File: src/rtl/core/lco_ram.sv
// ----------------------------------------------------------------------------
// lco_ram
// Generic simple dual-port RAM: one write port, one read port with a
// registered read that holds its data while the read enable is low.
// ----------------------------------------------------------------------------
module lco_ram #(
    parameter int WIDTH = 8,
    parameter int DEPTH = 256
) (
    input  logic                     i_clk,
    input  logic                     i_wr_en,
    input  logic [$clog2(DEPTH)-1:0] i_wr_addr,
    input  logic [WIDTH-1:0]         i_wr_data,
    input  logic                     i_rd_en,
    input  logic [$clog2(DEPTH)-1:0] i_rd_addr,
    output logic [WIDTH-1:0]         o_rd_data
);

    logic [WIDTH-1:0] r_mem [DEPTH];
    logic [WIDTH-1:0] r_rd_data;

    always_ff @(posedge i_clk) begin
        if (i_wr_en) begin
            r_mem[i_wr_addr] <= i_wr_data;
        end
        if (i_rd_en) begin
            r_rd_data <= r_mem[i_rd_addr];
        end
    end

    assign o_rd_data = r_rd_data;

endmodule

File: config.mk
export PLATFORM = sky130hd
export DESIGN_NAME = lco_ram
export DESIGN_NICKNAME = d
export VERILOG_FILES = /design/src/rtl/core/lco_ram.sv
export SDC_FILE = /design/constraint.sdc
export NUM_CORES = 2
export LEC_CHECK = 0
export BUFFER_PORTS_ARGS = -buffer_cell sky130_fd_sc_hd__buf_2
export CAP_MARGIN = 20
export CORE_MARGIN = 2
export CORE_UTILIZATION = 34
export CTS_CLUSTER_DIAMETER = 100
export DETAILED_ROUTE_END_ITERATION = 7
export GPL_ROUTABILITY_DRIVEN = 0
export PLACE_DENSITY = 0.59
export RECOVER_POWER = 100
export SLEW_MARGIN = 15
export SYNTH_ARGS = -nofsm -noshare
export SYNTH_HDL_FRONTEND = slang
export SYNTH_SLANG_ARGS = --single-unit
File: constraint.sdc
create_clock -name i_clk -period 2.1 [get_ports i_clk]
set_input_delay 0.21 -clock i_clk [delete_from_list [all_inputs] [get_ports i_clk]]
set_output_delay 0.21 -clock i_clk [all_outputs]
set_load 0.01 [all_outputs]
==> summary.txt <==
Run status
  – Status: complete, but fails checks
  – Failing checks: capacitance limit, slew limit, setup timing

Floorplanning
  – Core area: 0.233 mm2
  – # IOs: 35
  – Initial Util: 0.342
  – Cell row count: 177
  – Die Span Y: 488 um
  – Die Wd: 488 um
  – Total die area: 0.238 mm2

Timing
  – Clock skew: 0.0557 ns
  – Final-report hold violation count: 0
  – TNS Setup: -8.51 ns
  – RSZ-0062 raised after global routing: true
  – Worst setup margin: -0.305 ns
  – Tcrit/Tclk final: 1.15
  – Max_slew headroom: -0.209
  – Slew Limit Fails: 142
  – Worst Tran Pin Value: 1.81 ns
  – Fmax: 416 MHz
  – Crit path time final: 2.41 ns
  – Final Setup Violations: 120

Routing
  – WL met1: 86.2 mm
  – Post-DR vias/cell: 5.29
  – 1st-iter DRT viols: 4575
  – Routed WL: 210 mm
  – Residual DRC count: 0
  – Final ANT Viol Nets: 0
  – Met3 WL: 15.0 mm
  – Wirelength per Cell: 27.0 um
  – DR pass1 iterations: 6
  – Routed via count: 41.0k
  – Uppermost layer routed: met5
  – DR WL met2: 103 mm

Pwr
  – Logic pwr share: 0.056
  – Static Leak: 30.0 nW
  – P per Cell Area: 906 mW/mm2
  – Max VDD drop: 1020 uV
  – Internal power: 67.2 mW
  – Seq pwr share: 0.528
  – Clk pwr share: 0.415
  – Sw Ratio: 0.217
  – NetSw: 18.6 mW

Job
  – Max-Cap Viols: 4

Synthesis
  – Syn_nets: 3760
  – Mapped Area: 0.0796 mm2
  – Synth Flop Type: edfxtp_1
  – Ys async rst share: 0
  – Post-synth EDFFs: 2056
  – Mapped Cells: 3733
  – Syn avg cell area: 21.3 um2
  – Synth cell types: 54
  – Warnings, synthesis: 0
  – Seq cells post-synth: 2056
  – Post-synthesis sequential area ratio: 0.775

Clocking
  – Max clock buf depth: 3
  – Post-CTS setup buffer count: 0
  – Clock Latency Late Sink: 0.85 ns
  – H-tree depth: 4
  – CTS buffer count: 207
  – CTS root buf: clkbuf_16
  – Clk sinks: 2056
  – CTS tree: built
  – Clock transition at path regs: 0.06 ns

Finish
  – Most common cell after layout, fill and taps aside: edfxtp_1
  – Design area: 0.0948 mm2
  – Share of layout cells above drive strength 1: 0.308
  – NumNets Final: 4468
  – Area Growth Syn to Fin: 19.0%
  – Commonest cells after routing, fill and taps aside: edfxtp_1, mux4_2, buf_4
  – Final Util: 0.407

Global routing
  – GRT Total Usage: 0.174
  – First-pass GRT wire length: 301 mm
  – Total grt overflow: 0
  – Initial antenna violation count: 17
  – Vias in the first global route: 41.3k
  – Largest net degree at the start of global routing: 92

Worst hold path
  – HP Class: in -> reg

Critical path
  – Worst setup EP type: flip-flop
  – Startpoint Class: flip-flop
  – CP Data Required Time: 2.66 ns
  – CP Class: reg -> reg
  – Critical Path Fanout Max: 1
  – WP data arrival: 2.97 ns

Place
  – Final HPWL DP: 138 mm
  – Dpl ws: -1.53 ns
  – DP Area: 0.0887 mm2
  – Port Buffers: 34
-- registers in the layout, summed over array words and instances, names as in the netlist --
name and count:
r_mem 2048, o_rd_data 8
-- critical path, cell delays in order, from the launching register on --
cell      delay (ns)
edfxtp_1        0.36
mux4_2          0.49
a22o_1          0.28
a221oi_2        0.28
buf_4           0.19
o32ai_4         0.10
nor3_4          0.34
nor4_1          0.09
-- routing by layer --
| metal | vias to the layer above | global-route usage |
|---|---|---|
| met4 | 2 | 0.0517 |
| met1 | 21934 | 0.240 |
| met2 | 1633 | 0.285 |
| li1 | 17172 | - |
| met5 | - | 0 |
| met3 | 279 | 0.0285 |
-- cells by family (layout without fill, tap and decap cells) --
group	Yosys count	after routing	share of synthesized area
AND/OR/NAND/NOR	466	466	0.0263
multiplexers	591	591	0.146
AO/OA/AOI/OAI	385	385	0.0342
other	0	6	0
flip-flops	2056	2056	0.775
buffers and inverters	235	1119	0.0183
-- power groups by stage --
stage / combinational [mW] / clock (mW) / sequential, mW
6_report: 4.82 / 35.6 / 45.3
5_1_grt: 5.09 / 37.9 / 45.3
4_1_cts: 4.93 / 36.3 / 45.3
3_5_place_dp: 4.79 / 0 / 46.2
3_3_place_gp: 4.74 / 0 / 46.2
2_1_floorplan: 2.27 / 0 / 46.2
-- final cells by class --
type | instances | area, um2
antenna | 6 | 15.0
clock buffer | 241 | 5330
clock inverter | 144 | 1250
fill | 20534 | 138000
inverter | 2 | 7.51
multi-input combinational | 1442 | 17000
sequential | 2056 | 61700
tap | 3132 | 3920
timing repair buffer | 732 | 5540
-- path summary, 6_finish.rpt --
check	start	to	slack, ns	cells after the start
max	r_mem[80][3]	o_rd_data[3]	-0.31	7
min	i_wr_addr[2]	r_mem[94][4]	0.21	4
max reg2reg	r_mem[80][3]	o_rd_data[3]	-0.31	7
min reg2reg	r_mem[32][5]	o_rd_data[5]	1.18	7
-- Yosys cell counts (3+ instances only) --
| library cell | count | share of area |
|---|---|---|
| nand2_1 | 33 | 0.0016 |
| a211oi_1 | 16 | 0.0015 |
| mux4_2 | 454 | 0.13 |
| a22oi_1 | 133 | 0.013 |
| nor2_1 | 282 | 0.013 |
| nand4_1 | 10 | 0.00079 |
| o22ai_1 | 28 | 0.0022 |
| or2_2 | 4 | 0.00031 |
| nor4_1 | 24 | 0.0019 |
| nand3_1 | 34 | 0.0021 |
| buf_2 | 31 | 0.0019 |
| nand2b_1 | 8 | 0.00063 |
| a22o_1 | 8 | 0.00088 |
| o32ai_1 | 4 | 0.00044 |
| buf_12 | 8 | 0.0020 |
| nor4_2 | 3 | 0.00047 |
| edfxtp_1 | 2056 | 0.78 |
| o221ai_1 | 46 | 0.0051 |
| buf_1 | 22 | 0.0010 |
| buf_8 | 13 | 0.0025 |
| nor3_1 | 22 | 0.0014 |
| nor2b_1 | 31 | 0.0024 |
| o211ai_1 | 10 | 0.00094 |
| buf_6 | 21 | 0.0030 |
| and2_1 | 6 | 0.00047 |
| a221oi_1 | 13 | 0.0014 |
| o22a_1 | 5 | 0.00055 |
| clkbuf_1 | 111 | 0.0052 |
| mux2i_1 | 134 | 0.017 |
| o21ai_0 | 10 | 0.00063 |
| a21oi_1 | 96 | 0.0060 |
| buf_4 | 27 | 0.0025 |
-- what timing repair did --
action / CTS / global route
setup endpoints to repair: 8 / 14
hold endpoints to repair: 492 / 0
pin swaps: 33 / 12
hold buffers: 13 / 0
resized for setup: 65 / 16
-- through the flow --
step	cells	hold slack, ns	power, mW
6_report	7755	0.206	85.8
5_1_grt	7752	0.187	88.3
4_1_cts	7749	0.0474	86.5
3_5_place_dp	7354	0.598	51.0
3_3_place_gp	7354	0.594	50.9
2_1_floorplan	3733	0.309	48.4
No activity file was read; power rests on OpenSTA's default activity.
