### src/rtl/core/lco_pkg.sv
// ----------------------------------------------------------------------------
// lco_pkg
// Shared types, constants and the gray reduction for the label contour
// overlay: line-buffer entry layout, position flags and result word.
// ----------------------------------------------------------------------------
package lco_pkg;

    localparam int MAX_WIDTH = 1024;
    localparam int COL_W     = $clog2(MAX_WIDTH);
    localparam int WDT_W     = 11;
    localparam int HGT_W     = 13;
    localparam int ROW_W     = 13;
    localparam int RGB_W     = 24;
    localparam int GRAY_W    = 8;
    localparam int IDX_W     = 2;

    localparam logic [WDT_W-1:0] WIDTH_RST  = WDT_W'(640);
    localparam logic [HGT_W-1:0] HEIGHT_RST = HGT_W'(480);
    localparam logic [RGB_W-1:0] COLOR_RST  = RGB_W'(24'hFF0000);

    typedef enum logic [IDX_W-1:0] {
        CFG_WIDTH  = 2'd0,
        CFG_HEIGHT = 2'd1,
        CFG_COLOR  = 2'd2
    } t_cfg_idx;

    // One line-buffer column: pixel and gray of the last row, gray of the row above it
    typedef struct packed {
        logic [RGB_W-1:0]  img;
        logic [GRAY_W-1:0] gray;
        logic [GRAY_W-1:0] up;
    } t_entry;

    localparam int ENTRY_W = $bits(t_entry);

    typedef struct packed {
        logic [COL_W-1:0] col;
        logic [COL_W-1:0] rd_addr;
        logic             data;
        logic             has_out;
        logic             up_ok;
        logic             left_ok;
        logic             right_ok;
        logic             last;
    } t_pos;

    typedef struct packed {
        logic [RGB_W-1:0] rgb;
        logic             contour;
        logic             last;
    } t_result;

    function automatic logic [GRAY_W-1:0] gray_of(input logic [RGB_W-1:0] rgb);
        logic [12:0] sum;
        sum = 13'(rgb[23:16]) * 13'd11 + {1'b0, rgb[15:8], 4'b0000}
            + 13'(rgb[7:0]) * 13'd5;
        return sum[12:5];
    endfunction

endpackage

### src/rtl/core/lco_seq.sv
// ----------------------------------------------------------------------------
// lco_seq
// Raster position sequencer: input column and row counters, the flags that
// qualify neighbors, and the line-buffer prefetch address two columns ahead.
// ----------------------------------------------------------------------------
module lco_seq
    import lco_pkg::*;
(
    input  logic             i_clk,
    input  logic             i_rst_n,
    input  logic             i_step,
    input  logic             i_restart,
    input  logic [WDT_W-1:0] i_width,
    input  logic [HGT_W-1:0] i_height,
    output t_pos             o_pos
);

    logic [COL_W-1:0] r_col, n_col;
    logic [ROW_W-1:0] r_row, n_row;
    logic [WDT_W-1:0] col_inc;
    logic [WDT_W-1:0] ahead0, ahead1, ahead2;

    always_ff @(posedge i_clk) begin
        if (!i_rst_n) begin
            r_col <= '0;
            r_row <= '0;
        end else begin
            r_col <= n_col;
            r_row <= n_row;
        end
    end

    always_comb begin
        col_inc = WDT_W'(r_col) + WDT_W'(1);
        n_col   = r_col;
        n_row   = r_row;
        if (i_restart) begin
            n_col = '0;
            n_row = '0;
        end else if (i_step) begin
            if (col_inc >= i_width) begin
                n_col = '0;
                // the flush row is the last one; wrap to the next frame after it
                if (r_row >= ROW_W'(i_height)) begin
                    n_row = '0;
                end else begin
                    n_row = r_row + ROW_W'(1);
                end
            end else begin
                n_col = col_inc[COL_W-1:0];
            end
        end
    end

    // prefetch column (col + 2) mod width
    always_comb begin
        ahead0 = WDT_W'(r_col) + WDT_W'(2);
        ahead1 = (ahead0 >= i_width) ? ahead0 - i_width : ahead0;
        ahead2 = (ahead1 >= i_width) ? ahead1 - i_width : ahead1;
    end

    always_comb begin
        o_pos.col      = r_col;
        o_pos.rd_addr  = ahead2[COL_W-1:0];
        o_pos.data     = r_row < ROW_W'(i_height);
        o_pos.has_out  = r_row != '0;
        o_pos.up_ok    = r_row >= ROW_W'(2);
        o_pos.left_ok  = r_col != '0;
        o_pos.right_ok = col_inc < i_width;
        o_pos.last     = (r_row == ROW_W'(i_height)) && (col_inc == i_width);
    end

endmodule

### config.mk
export PLATFORM = sky130hd
export DESIGN_NAME = lco_seq
export DESIGN_NICKNAME = d
export VERILOG_FILES = /design/src/rtl/core/lco_pkg.sv /design/src/rtl/core/lco_seq.sv
export SDC_FILE = /design/constraint.sdc
export NUM_CORES = 1
export LEC_CHECK = 0
export BUFFER_PORTS_ARGS = -buffer_cell sky130_fd_sc_hd__buf_2
export CORE_MARGIN = 5
export CORE_UTILIZATION = 40
export CTS_CLUSTER_DIAMETER = 50
export DETAILED_ROUTE_END_ITERATION = 8
export GPL_TIMING_DRIVEN = 1
export PLACE_DENSITY_LB_ADDON = 0.15
export REMOVE_ABC_BUFFERS = 1
export SLEW_MARGIN = 0
export SYNTH_ARGS = -nofsm -noshare
export SYNTH_HDL_FRONTEND = slang
export SYNTH_SLANG_ARGS = --single-unit
### constraint.sdc
create_clock -name i_clk -period 9.3 [get_ports i_clk]
set_input_delay 0.465 -clock i_clk [delete_from_list [all_inputs] [get_ports i_clk]]
set_output_delay 0.465 -clock i_clk [all_outputs]
set_load 0.01 [all_outputs]
==> results.txt <==
final std cells w/o fill = 588
syn_area_per_cell = 7.70 um2
pin count of the biggest net entering global routing = 19
CP endpoint = o_pos[14]
first-pass GRT wire length = 15900 um
Netlist cell types = 60
crit path from = r_col[2]
Post-synth ARST share = 0
initial antenna violation count = 0
num ports = 54
reg2reg end = r_row[4]
Routed WL per cell = 15.9 um
RSZ-0062 raised after global routing = no
routability cong. = 0.920
CTS tree = done
Setup Fix Bufs, Post-CTS = 0
grt ovf = 0
fin crit share = 0.607
Final ANT Viol Nets = 0
TritonCTS Sinks = 23
CTS resizes = 0
Critical Path Sink Type = output pin
DR pass1 iterations = 4
Final setup viols = 0
Initial DRC Count = 201
Seq/Total Area, Yosys = 0.135
Max Cap Viol = 0
FP Rows = 33
Hold WC Path Type = reg -> reg
multi-input logic area = 2720 um2
Top FF cell, synth = dfxtp_1
critical path cell sequence = ha_1 -> nand2_1 -> xnor2_1 -> ha_1 -> nand4_1 -> nor4_1 -> a211oi_2 -> o21ai_2 -> mux2_2 -> inv_1 -> ha_1 -> nor2b_1 -> o31a_1 -> o21ai_1 -> o21ai_2 -> mux2_2 -> buf_2
Startpoint Class = register
fin nets = 566
final WL = 9340 um
Synth area leaders = ha_1, dfxtp_1, nand4_1
effective utilization at floorplan = 0.412
Arr. time, crit path = 5180 ps
Seq cells post-synth = 23
Filler Cell Count = 868
Worst-Skew Late Latency = 270 ps
FF+latch area = 460 um2
Slew headroom = 0.517
CTS H-tree lvls = 1
post-place setup slack = 3910 ps
reg2reg setup slack = 5470 ps
Reg2Reg Launch Point = r_col[2]
Clock Skews = 5.30 ps
Final Hold Fails = 0
worst r2r path cells = 12
FMAX = 0.177 GHz
Via density = 5.68
post-layout min period = 5650 ps
number of global-route vias before repair = 3171
Die Height = 102 um
Mapped Cells = 442
CP Class = reg -> out
PwrDens = 58.6 nW/um2
Max clock buf depth = 2
GRT Total Usage = 0.188
layout cells sized above 1 = 0.178
number of synthesized flops with an enable pin = 0
synth warn = 0
Post-route DRC = 0
Core ar. = 8260 um2
Slew @ Worst Pin = 725 ps
Critical path buffers and inverters = 2
die width = 102 um
# hold bufs at CTS = 0
Slew Limit Fails = 0
clock transition at the registers of the reported paths = 100 ps
detailed-route via count = 3339
Port Buf Inserts = 53
total die area = 10500 um2
Setup TNS = 0 ps
Crit path largest cell delay = 590 ps
root cell of the clock tree = clkbuf_8
largest area contributor in the netlist = ha_1
Mapped Area = 3400 um2
Critical Path RT = 8840 ps
Lkg Pwr = 1.70 nW
Slowest cell on crit path = dfxtp_1
Final HPWL DP = 7560 um
area grow syn2layout = 11.1%
status = completed
CTS Buf Count = 3
Max FO, Critical Path = 13
Top delay family on crit path = compound AO/OA/AOI/OAI gates
cell total after placement = 584
post-route setup slack = 3650 ps
Worst path depth = 17
Crit path top cell by count = ha_1
Worst VDD drop = 0.0524 mV
post-synth top area share = 0.191
# diodes = 0
area by class of cell:
type / count / area share
well taps: 105 / 0.0347
clock buffers: 3 / 0.0109
inverters: 38 / 0.0377
clock inverters: 1 / 0.00132
flip-flops and latches: 23 / 0.122
repair buffers: 55 / 0.0741
multi-input cells: 363 / 0.719
power by group:
part | switching [mW] | internal [mW] | total, mW | leakage (nW)
logic | 0.0320 | 0.0229 | 0.0549 | 1.49
clock network | 0.0372 | 0.0301 | 0.0672 | 0.0255
registers | 0.000679 | 0.0987 | 0.0993 | 0.185
total | 0.0698 | 0.152 | 0.221 | 1.70
metrics by stage:
step                cell area [um2]  power [mW]   util  hold WS, ps
floorplan                      3320       0.138      -          474
global route                   3780       0.236  0.458          550
detailed placement             3730       0.156  0.452          504
CTS                            3780       0.223  0.458          518
global placement               3730       0.154  0.452          497
finish                         3780       0.221  0.458          523
cells in the final DEF (no fill, tap or decap), types with 17 or more instances in the layout:
cell type and n:
a21oi_1 31, buf_2 53, dfxtp_1 23, ha_1 52, inv_1 38, nand2_1 37
nand3_1 29, nand4_1 26, nor2_1 17, xnor2_1 18
worst register-to-register path, delay by kind of cell (launching register included):
| kind | cells | cell delay, ps |
|---|---|---|
| compound gates | 4 | 1250 |
| xor+xnor | 1 | 150 |
| fa+ha+maj | 2 | 660 |
| flops | 1 | 590 |
| simple gates | 5 | 1130 |
flip-flops by register name, summed over array words and instances, names as in the netlist:
register / cells
r_row: 13
r_col: 10
layer usage:
metal  global-route usage  wire length [um]
met4               0.0474               112
met5                    0                 0
met2                0.298              4110
met3               0.0157               477
met1                0.275              4640
synthesized netlist by cell type, types with 11 or more instances:
| library cell | n |
|---|---|
| a21oi_1 | 31 |
| clkbuf_1 | 12 |
| dfxtp_1 | 23 |
| ha_1 | 52 |
| inv_1 | 38 |
| nand2_1 | 37 |
| nand3_1 | 29 |
| nand4_1 | 26 |
| nor2_1 | 17 |
| o21ai_0 | 12 |
| xnor2_1 | 18 |
| xor2_1 | 11 |
cells by family (layout without fill, tap and decap cells):
| family | count (synthesis) | after routing | share of synthesized area |
|---|---|---|---|
| and+or+nand+nor | 160 | 160 | 0.251 |
| AOI/OAI and AO/OA | 99 | 99 | 0.198 |
| buffers and inverters | 56 | 97 | 0.0658 |
| adders and majority gates | 54 | 54 | 0.203 |
| xor gates and xnor gates | 29 | 29 | 0.0746 |
| DFF | 23 | 23 | 0.135 |
| muxes | 21 | 21 | 0.0731 |
worst min-delay path by stage:
stage	to	cells past startpoint	slack, ps	startpoint
final	r_row[0]	2	520	r_row[0]
after global routing	r_col[0]	3	550	i_step
after CTS	r_row[0]	2	520	r_row[0]
after detailed placement	r_row[0]	2	500	r_row[0]
after global placement	r_row[0]	2	500	r_row[0]
after floorplan	r_row[0]	2	470	r_row[0]
(Power assumes the default switching activity.)
