<file path="config.mk">
export PLATFORM = sky130hd
export DESIGN_NAME = lco_edge
export DESIGN_NICKNAME = d
export VERILOG_FILES = /design/src/rtl/core/lco_pkg.sv /design/src/rtl/core/lco_edge.sv
export SDC_FILE = /design/constraint.sdc
export NUM_CORES = 1
export LEC_CHECK = 0
export BUFFER_PORTS_ARGS = -buffer_cell sky130_fd_sc_hd__buf_4
export CAP_MARGIN = 40
export CORE_MARGIN = 5
export CORE_UTILIZATION = 53
export CTS_CLUSTER_SIZE = 12
export DETAILED_ROUTE_END_ITERATION = 8
export GPL_TIMING_DRIVEN = 0
export PLACE_DENSITY_LB_ADDON = 0.08
export SLEW_MARGIN = 10
export SYNTH_ARGS = -nofsm -noshare
export SYNTH_HDL_FRONTEND = slang
export SYNTH_SLANG_ARGS = --single-unit
export TNS_END_PERCENT = 100
</file>
<file path="constraint.sdc">
create_clock -name i_clk -period 6.6 [get_ports i_clk]
set_input_delay 0.33 -clock i_clk [delete_from_list [all_inputs] [get_ports i_clk]]
set_output_delay 0.33 -clock i_clk [all_outputs]
set_load 0.03 [all_outputs]
</file>
<file path="src/rtl/core/lco_pkg.sv">
// ----------------------------------------------------------------------------
// lco_pkg
// Shared types, constants and the gray reduction for the label contour
// overlay: line-buffer entry layout, position flags and result word.
// ----------------------------------------------------------------------------
package lco_pkg;

    localparam int MAX_WIDTH = 1024;
    localparam int COL_W     = $clog2(MAX_WIDTH);
    localparam int WDT_W     = 11;
    localparam int HGT_W     = 13;
    localparam int ROW_W     = 13;
    localparam int RGB_W     = 24;
    localparam int GRAY_W    = 8;
    localparam int IDX_W     = 2;

    localparam logic [WDT_W-1:0] WIDTH_RST  = WDT_W'(640);
    localparam logic [HGT_W-1:0] HEIGHT_RST = HGT_W'(480);
    localparam logic [RGB_W-1:0] COLOR_RST  = RGB_W'(24'hFF0000);

    typedef enum logic [IDX_W-1:0] {
        CFG_WIDTH  = 2'd0,
        CFG_HEIGHT = 2'd1,
        CFG_COLOR  = 2'd2
    } t_cfg_idx;

    // One line-buffer column: pixel and gray of the last row, gray of the row above it
    typedef struct packed {
        logic [RGB_W-1:0]  img;
        logic [GRAY_W-1:0] gray;
        logic [GRAY_W-1:0] up;
    } t_entry;

    localparam int ENTRY_W = $bits(t_entry);

    typedef struct packed {
        logic [COL_W-1:0] col;
        logic [COL_W-1:0] rd_addr;
        logic             data;
        logic             has_out;
        logic             up_ok;
        logic             left_ok;
        logic             right_ok;
        logic             last;
    } t_pos;

    typedef struct packed {
        logic [RGB_W-1:0] rgb;
        logic             contour;
        logic             last;
    } t_result;

    function automatic logic [GRAY_W-1:0] gray_of(input logic [RGB_W-1:0] rgb);
        logic [12:0] sum;
        sum = 13'(rgb[23:16]) * 13'd11 + {1'b0, rgb[15:8], 4'b0000}
            + 13'(rgb[7:0]) * 13'd5;
        return sum[12:5];
    endfunction

endpackage

</file>
<file path="src/rtl/core/lco_edge.sv">
// ----------------------------------------------------------------------------
// lco_edge
// Neighbor window over the line buffer: holds the center and left columns,
// forwards a same-cycle write to the prefetch slot, judges the boundary and
// builds the write-back entry.
// ----------------------------------------------------------------------------
module lco_edge
    import lco_pkg::*;
(
    input  logic             i_clk,
    input  logic             i_rst_n,
    input  logic             i_step,
    input  t_pos             i_pos,
    input  t_entry           i_rd_data,
    input  logic [RGB_W-1:0] i_label,
    input  logic [RGB_W-1:0] i_image,
    input  logic [RGB_W-1:0] i_color,
    output logic             o_wr_en,
    output t_entry           o_wr_data,
    output t_result          o_result
);

    t_entry            r_cur;
    t_entry            r_fwd_data;
    logic              r_fwd;
    logic [GRAY_W-1:0] r_left;
    t_entry            right;
    logic [GRAY_W-1:0] g;
    logic              edge_hit;

    assign g     = gray_of(i_label);
    assign right = r_fwd ? r_fwd_data : i_rd_data;

    assign o_wr_en   = i_step && i_pos.data;
    assign o_wr_data = '{img: i_image, gray: g, up: r_cur.gray};

    always_ff @(posedge i_clk) begin
        if (!i_rst_n) begin
            r_fwd <= 1'b0;
        end else if (i_step) begin
            // prefetch hits the column written this cycle on narrow frames
            r_fwd <= o_wr_en && (i_pos.rd_addr == i_pos.col);
        end
    end

    always_ff @(posedge i_clk) begin
        if (i_step) begin
            r_fwd_data <= o_wr_data;
            // one column wide: the next center is the word written right now
            if (o_wr_en && !i_pos.left_ok && !i_pos.right_ok) begin
                r_cur <= o_wr_data;
            end else begin
                r_cur <= right;
            end
            r_left     <= r_cur.gray;
        end
    end

    always_comb begin
        edge_hit = 1'b0;
        if (i_pos.up_ok && r_cur.up != r_cur.gray) edge_hit = 1'b1;
        if (i_pos.data && g != r_cur.gray) edge_hit = 1'b1;
        if (i_pos.left_ok && r_left != r_cur.gray) edge_hit = 1'b1;
        if (i_pos.right_ok && right.gray != r_cur.gray) edge_hit = 1'b1;
        o_result.rgb     = edge_hit ? i_color : r_cur.img;
        o_result.contour = edge_hit;
        o_result.last    = i_pos.last;
    end

endmodule

</file>
==> reports/metrics.yaml, run 1 <==
end_kind: "output pin"
gr-usage-met3_pct: 4.95
p_comb_share_pct: 63.3
antenna_cells: 0
status: "finished clean"
power.switching_uw: 1550
drc: 0
cpPeakStageDelay_ns: 0.72
io_pins: 208
met1_usage_pct: 35.0
dieArea_um2: 15400
synth.distinct_cells: 61
coreArea_um2: 12700
wl_per_cell_um: 19.3
mostFrequentLayoutCells: "buf_4, edfxtp_1, nand2_1"
tns_ns: 0
cp_max_fo: 10
syn_to_final_growth_pct: 30.2
syn_area_per_cell_um2: 9.98
worst_hold_path_type: "in2reg"
synthesis.nets: 887
grt-ovfl-total: 0
die_h_um: 124
crit_slowest_cell: "o221ai_1"
vias: 6392
cts.sinks: 81
final_cells: 1084
crit_path_frequent_cell: "inv_1"
num_rows: 41
gp_congestion: 0.836
finalWirelength_um: 20900
cts_tree: "done"
layout-drive-gt1-share_pct: 32.5
start_util_pct: 54.3
path_cells: "buf_4, ha_1, inv_1, fa_1, inv_1, fa_1, inv_1, fa_1, inv_1, ha_1, clkbuf_1, nand2_1, a21oi_1, a211oi_1, o221ai_1, and4_1, clkbuf_1, buf_2, nand4_1, o211ai_2, buf_4"
critical_path_class: "in2out"
sw_frac_of_total_pct: 47.8
drtPass1Iterations: 6
drtAntennaViolNets: 0
busiest_layer: "met2"
synth-seq-area-share_pct: 35.2
die_w_um: 124
layout_commonest_cell: "buf_4"
cp.required_ns: 6.27
grt_use_met2_pct: 44.0
hold_slack_ns: 0.174
finalCriticalPeriod_ns: 5.97
relSlewSlack_pct: 40.6
grt_use_total_pct: 26.7
cts-buffers-inserted: 9
pwr_density_cell_nw_per_um2: 362
antenna_found_initial: 0
async_reset_ff_share_pct: 0
cts_buffer_depth: 2
ys_warn_count: 0
setup_viol: 0
synthFlopType: "edfxtp_1"
maxCapViolations: 0
peakVddDrop_uv: 233
hold_buffers: 0
layout.nets: 1104
drtIter0Drc: 696
synth_edf_count: 80
pwr-share-seq_pct: 21.3
p_clk_share_pct: 15.5
io_buffers: 204
timing.final.crit_share_pct: 90.5
p_int_uw: 1690
skew_ns: 0.0100
placed_area_um2: 8670
grt_pass1_wl_um: 31700
cts_setup_buffers: 0
utilization_pct: 70.7
stdcell_area_um2: 8960
final_max_slew_viol_count: 0
clockRootBuffer: "clkbuf_16"
dp_hpwl_um: 16300
arrival_ns: 5.64
tightest_slew_ns: 0.892
grt_start_max_net_pins: 66
critPathLaunchType: "input pin"
synth_cells: 690
ctsResizeCount: 0
syn_area_um2: 6890
dp_cells: 1068
rsz0062_at_grt: "false"
clkLatencyLatePin_ns: 0.35
vias_per_cell: 5.90
hold_viol_final: 0
first_global_vias: 6295
htree_num_levels: 3
ys_ff_latch: 81
p_leak_uw: 0.00360
clk_pin_slew_ns: 0.07
fmax_ghz: 0.167
[sequential cells by signal, summed over array words and instances, names as in the netlist]
| register | flops |
|---|---|
| r_cur | 32 |
| o_wr_data | 8 |
| r_left | 8 |
| r_fwd_data | 32 |
| r_fwd | 1 |
[layer usage]
layer | vias to the layer above | part of all wire [%]
li1 | 2948 | -
met1 | 3031 | 39
met2 | 359 | 49
met3 | 54 | 9.4
met4 | 0 | 2.9
met5 | - | 0
[final cells by class]
type	instances	area, um^2
Buffer	87	478
Sequential cell	81	2420
Fill cell	984	3710
Multi-Input combinational cell	480	3830
Tap cell	172	215
Clock inverter	5	56.3
Timing Repair Buffer	206	1570
Clock buffer	11	233
Inverter	42	158
[power by group through the flow]
stage	logic [uW]	registers (uW)	clock network, uW
global placement	1980	695	0
finish	2050	689	501
detailed placement	2020	699	0
CTS	2030	688	505
global route	2210	694	526
floorplan	1380	690	0
[path summary, 6_finish.rpt]
kind                           from                  endpoint  slack, ns  cells after the start
min                      i_image[7]  r_fwd_data[23]$_DFFE_PP_       0.17                      1
max reg2reg      r_fwd$_SDFFE_PN0P_       r_cur[30]$_DFFE_PP_       4.24                      5
max                     i_label[21]              o_result[16]       0.63                     21
min reg2reg  o_wr_data[5]$_DFFE_PP_       r_left[5]$_DFFE_PP_       0.48                      0
[critical path: cells and delay by family]
family / cells / cell delay [ns]
buffers and inverters: 9 / 1.34
and+or+nand+nor: 3 / 0.55
adders and majority gates: 5 / 1.97
AOI/OAI and AO/OA: 4 / 1.44
[cells by family (layout without fill, tap and decap cells)]
family	after synthesis	after routing	synth area share [%]
and+or+nand+nor	177	177	14.0
AOI/OAI and AO/OA	160	160	16.4
buffers and inverters	129	351	9.23
DFF	81	81	35.2
adders and majority gates	56	56	12.9
xor gates and xnor gates	46	46	6.25
muxes	41	41	6.03
[synth_stat cells, types with 3 or more instances]
library cell,n,area (um^2)
fa_1,25,500
ha_1,31,388
o21ai_0,36,180
nand3_1,5,25.0
nor4_1,5,31.3
nand4_1,31,194
xor2_1,13,114
nor2_1,20,75.1
clkbuf_1,41,154
nor3_1,5,25.0
a211oi_1,28,210
o211ai_1,4,30.0
o22ai_1,3,18.8
buf_1,3,11.3
nand2_1,73,274
nor4b_1,24,210
mux2i_1,40,400
xnor2_1,31,272
o21ai_1,3,15.0
a21o_1,3,22.5
o211ai_2,20,250
buf_2,7,35.0
inv_1,42,158
edfxtp_1,80,2400
a21oi_1,41,205
buf_4,34,255
[stage by stage]
stage	total power, uW	setup WS, ns
2_1_floorplan	2070	1.61
5_1_grt	3430	0.379
3_3_place_gp	2670	0.767
6_report	3240	0.627
4_1_cts	3220	0.803
3_5_place_dp	2710	0.836
(Power assumes the default switching activity.)
==> inputs of run 2 (changes only) <==
--- a/config.mk
+++ b/config.mk
@@ -7,8 +7,10 @@
 export LEC_CHECK = 0
 export BUFFER_PORTS_ARGS = -buffer_cell sky130_fd_sc_hd__buf_4
 export CAP_MARGIN = 40
+export CELL_PAD_IN_SITES_DETAIL_PLACEMENT = 0
+export CELL_PAD_IN_SITES_GLOBAL_PLACEMENT = 1
 export CORE_MARGIN = 5
-export CORE_UTILIZATION = 53
+export CORE_UTILIZATION = 40
 export CTS_CLUSTER_SIZE = 12
 export DETAILED_ROUTE_END_ITERATION = 8
 export GPL_TIMING_DRIVEN = 0
==> reports/metrics.yaml, run 2 (synthesis gave the netlist of run 1 again) <==
cp.required_ns: 6.27
vias_per_cell: 5.43
finalWirelength_um: 21600
relSlewSlack_pct: 41.9
finalCriticalPeriod_ns: 5.95
status: "finished clean"
coreArea_um2: 17100
hold_viol_final: 0
cts_setup_buffers: 0
rsz0062_at_grt: "false"
first_global_vias: 6411
timing.final.crit_share_pct: 90.2
grt-ovfl-total: 0
mostFrequentLayoutCells: "buf_4, edfxtp_1, nand2_1"
arrival_ns: 5.62
die_w_um: 141
syn_to_final_growth_pct: 31.5
clk_pin_slew_ns: 0.07
cp_max_fo: 10
drtPass1Iterations: 5
die_h_um: 141
clockRootBuffer: "clkbuf_16"
pwr_density_cell_nw_per_um2: 361
layout.nets: 1105
dp_hpwl_um: 16900
skew_ns: 0.00760
htree_num_levels: 3
wl_per_cell_um: 19.0
dieArea_um2: 19900
setup_viol: 0
layout-drive-gt1-share_pct: 32.5
drtIter0Drc: 451
tns_ns: 0
antenna_found_initial: 0
hold_buffers: 0
critical_path_class: "in2out"
num_rows: 48
critPathLaunchType: "input pin"
fmax_ghz: 0.168
antenna_cells: 0
total_power_uw: 3270
grt_start_max_net_pins: 49
cts_tree: "done"
clkLatencyLatePin_ns: 0.34
drtAntennaViolNets: 0
tightest_slew_ns: 0.867
grt_use_total_pct: 21.2
placed_area_um2: 8730
cts_buffer_depth: 2
grt_pass1_wl_um: 33500
start_util_pct: 40.2
cts.sinks: 81
worst_hold_path_type: "in2reg"
stdcell_area_um2: 9050
io_pins: 208
gp_congestion: 0.850
top_regs: "r_cur x32, r_fwd_data x32"
maxCapViolations: 0
end_kind: "output pin"
io_buffers: 204
cts-buffers-inserted: 9
hold_slack_ns: 0.174
layout_commonest_cell: "buf_4"
vias: 6178
peakVddDrop_uv: 261
final_max_slew_viol_count: 0
drc: 0
p_leak_uw: 0.00361
ctsResizeCount: 0
[run 2: cell count changes in the layout (fill, tap and decap cells not counted)]
cell	previous run	this run
clkdlybuf4s18_2	1	0
clkinvlp_4	1	2
buf_1	3	4
clkbuf_8	0	1
buf_6	2	3
inv_6	0	1
clkinv_2	2	0
clkbuf_1	43	42
[run 2: final timing paths]
path	endpoint	slack, ns	cells past startpoint	start
max	o_result[7]	0.65	19	i_label[20]
min	r_fwd_data[27]$_DFFE_PP_	0.17	1	i_image[11]
max reg2reg	r_cur[18]$_DFFE_PP_	4.23	5	r_fwd$_SDFFE_PN0P_
min reg2reg	r_left[0]$_DFFE_PP_	0.49	0	o_wr_data[0]$_DFFE_PP_
[run 2: area by class of cell]
cell class,instances,area [um^2]
plain buffers,87,478
clock buffers,11,243
clock inverters,5,62.6
fillers,1592,8070
inverters,42,158
multi-input cells,480,3830
flip-flops and latches,81,2420
well taps,225,282
repair buffers,207,1570
[run 2: metal layers]
metal  up-vias  GRT usage [%]  part of all wire [%]  routed length (um)
met5         -              0                     0                   0
met4         0           5.10                   1.5                 319
met3        21           3.93                   6.6                1420
met2       228           36.2                    49               10700
met1      2982           27.9                    43                9240
li1       2947              -                     -                   -
[run 2: where the power goes]
part           total (uW)  switching [uW]  internal (uW)
registers             689            26.5            663
logic                2050            1320            732
clock network         526             220            306
[run 2: worst max-delay path, cell delays in order]
cell and delay [ns]:
buf_4 0.13, ha_1 0.32, fa_1 0.51, fa_1 0.49, inv_1 0.05, fa_1 0.47, inv_1 0.04, ha_1 0.26
clkbuf_1 0.34, o21ai_1 0.19, a21oi_1 0.41, a2bb2oi_1 0.27, nand3b_1 0.10, nor4_1 0.56, buf_1 0.26, clkbuf_1 0.41
nand4_1 0.19, o211ai_2 0.11, buf_4 0.18
[run 2: stage by stage]
stage	std cells	worst slack, ns	utilization (%)
floorplan	690	1.61	-
global placement	1119	0.580	50.8
detailed placement	1121	0.696	51.0
CTS	1137	0.683	52.8
global route	1138	0.385	52.9
finish	1138	0.647	52.9
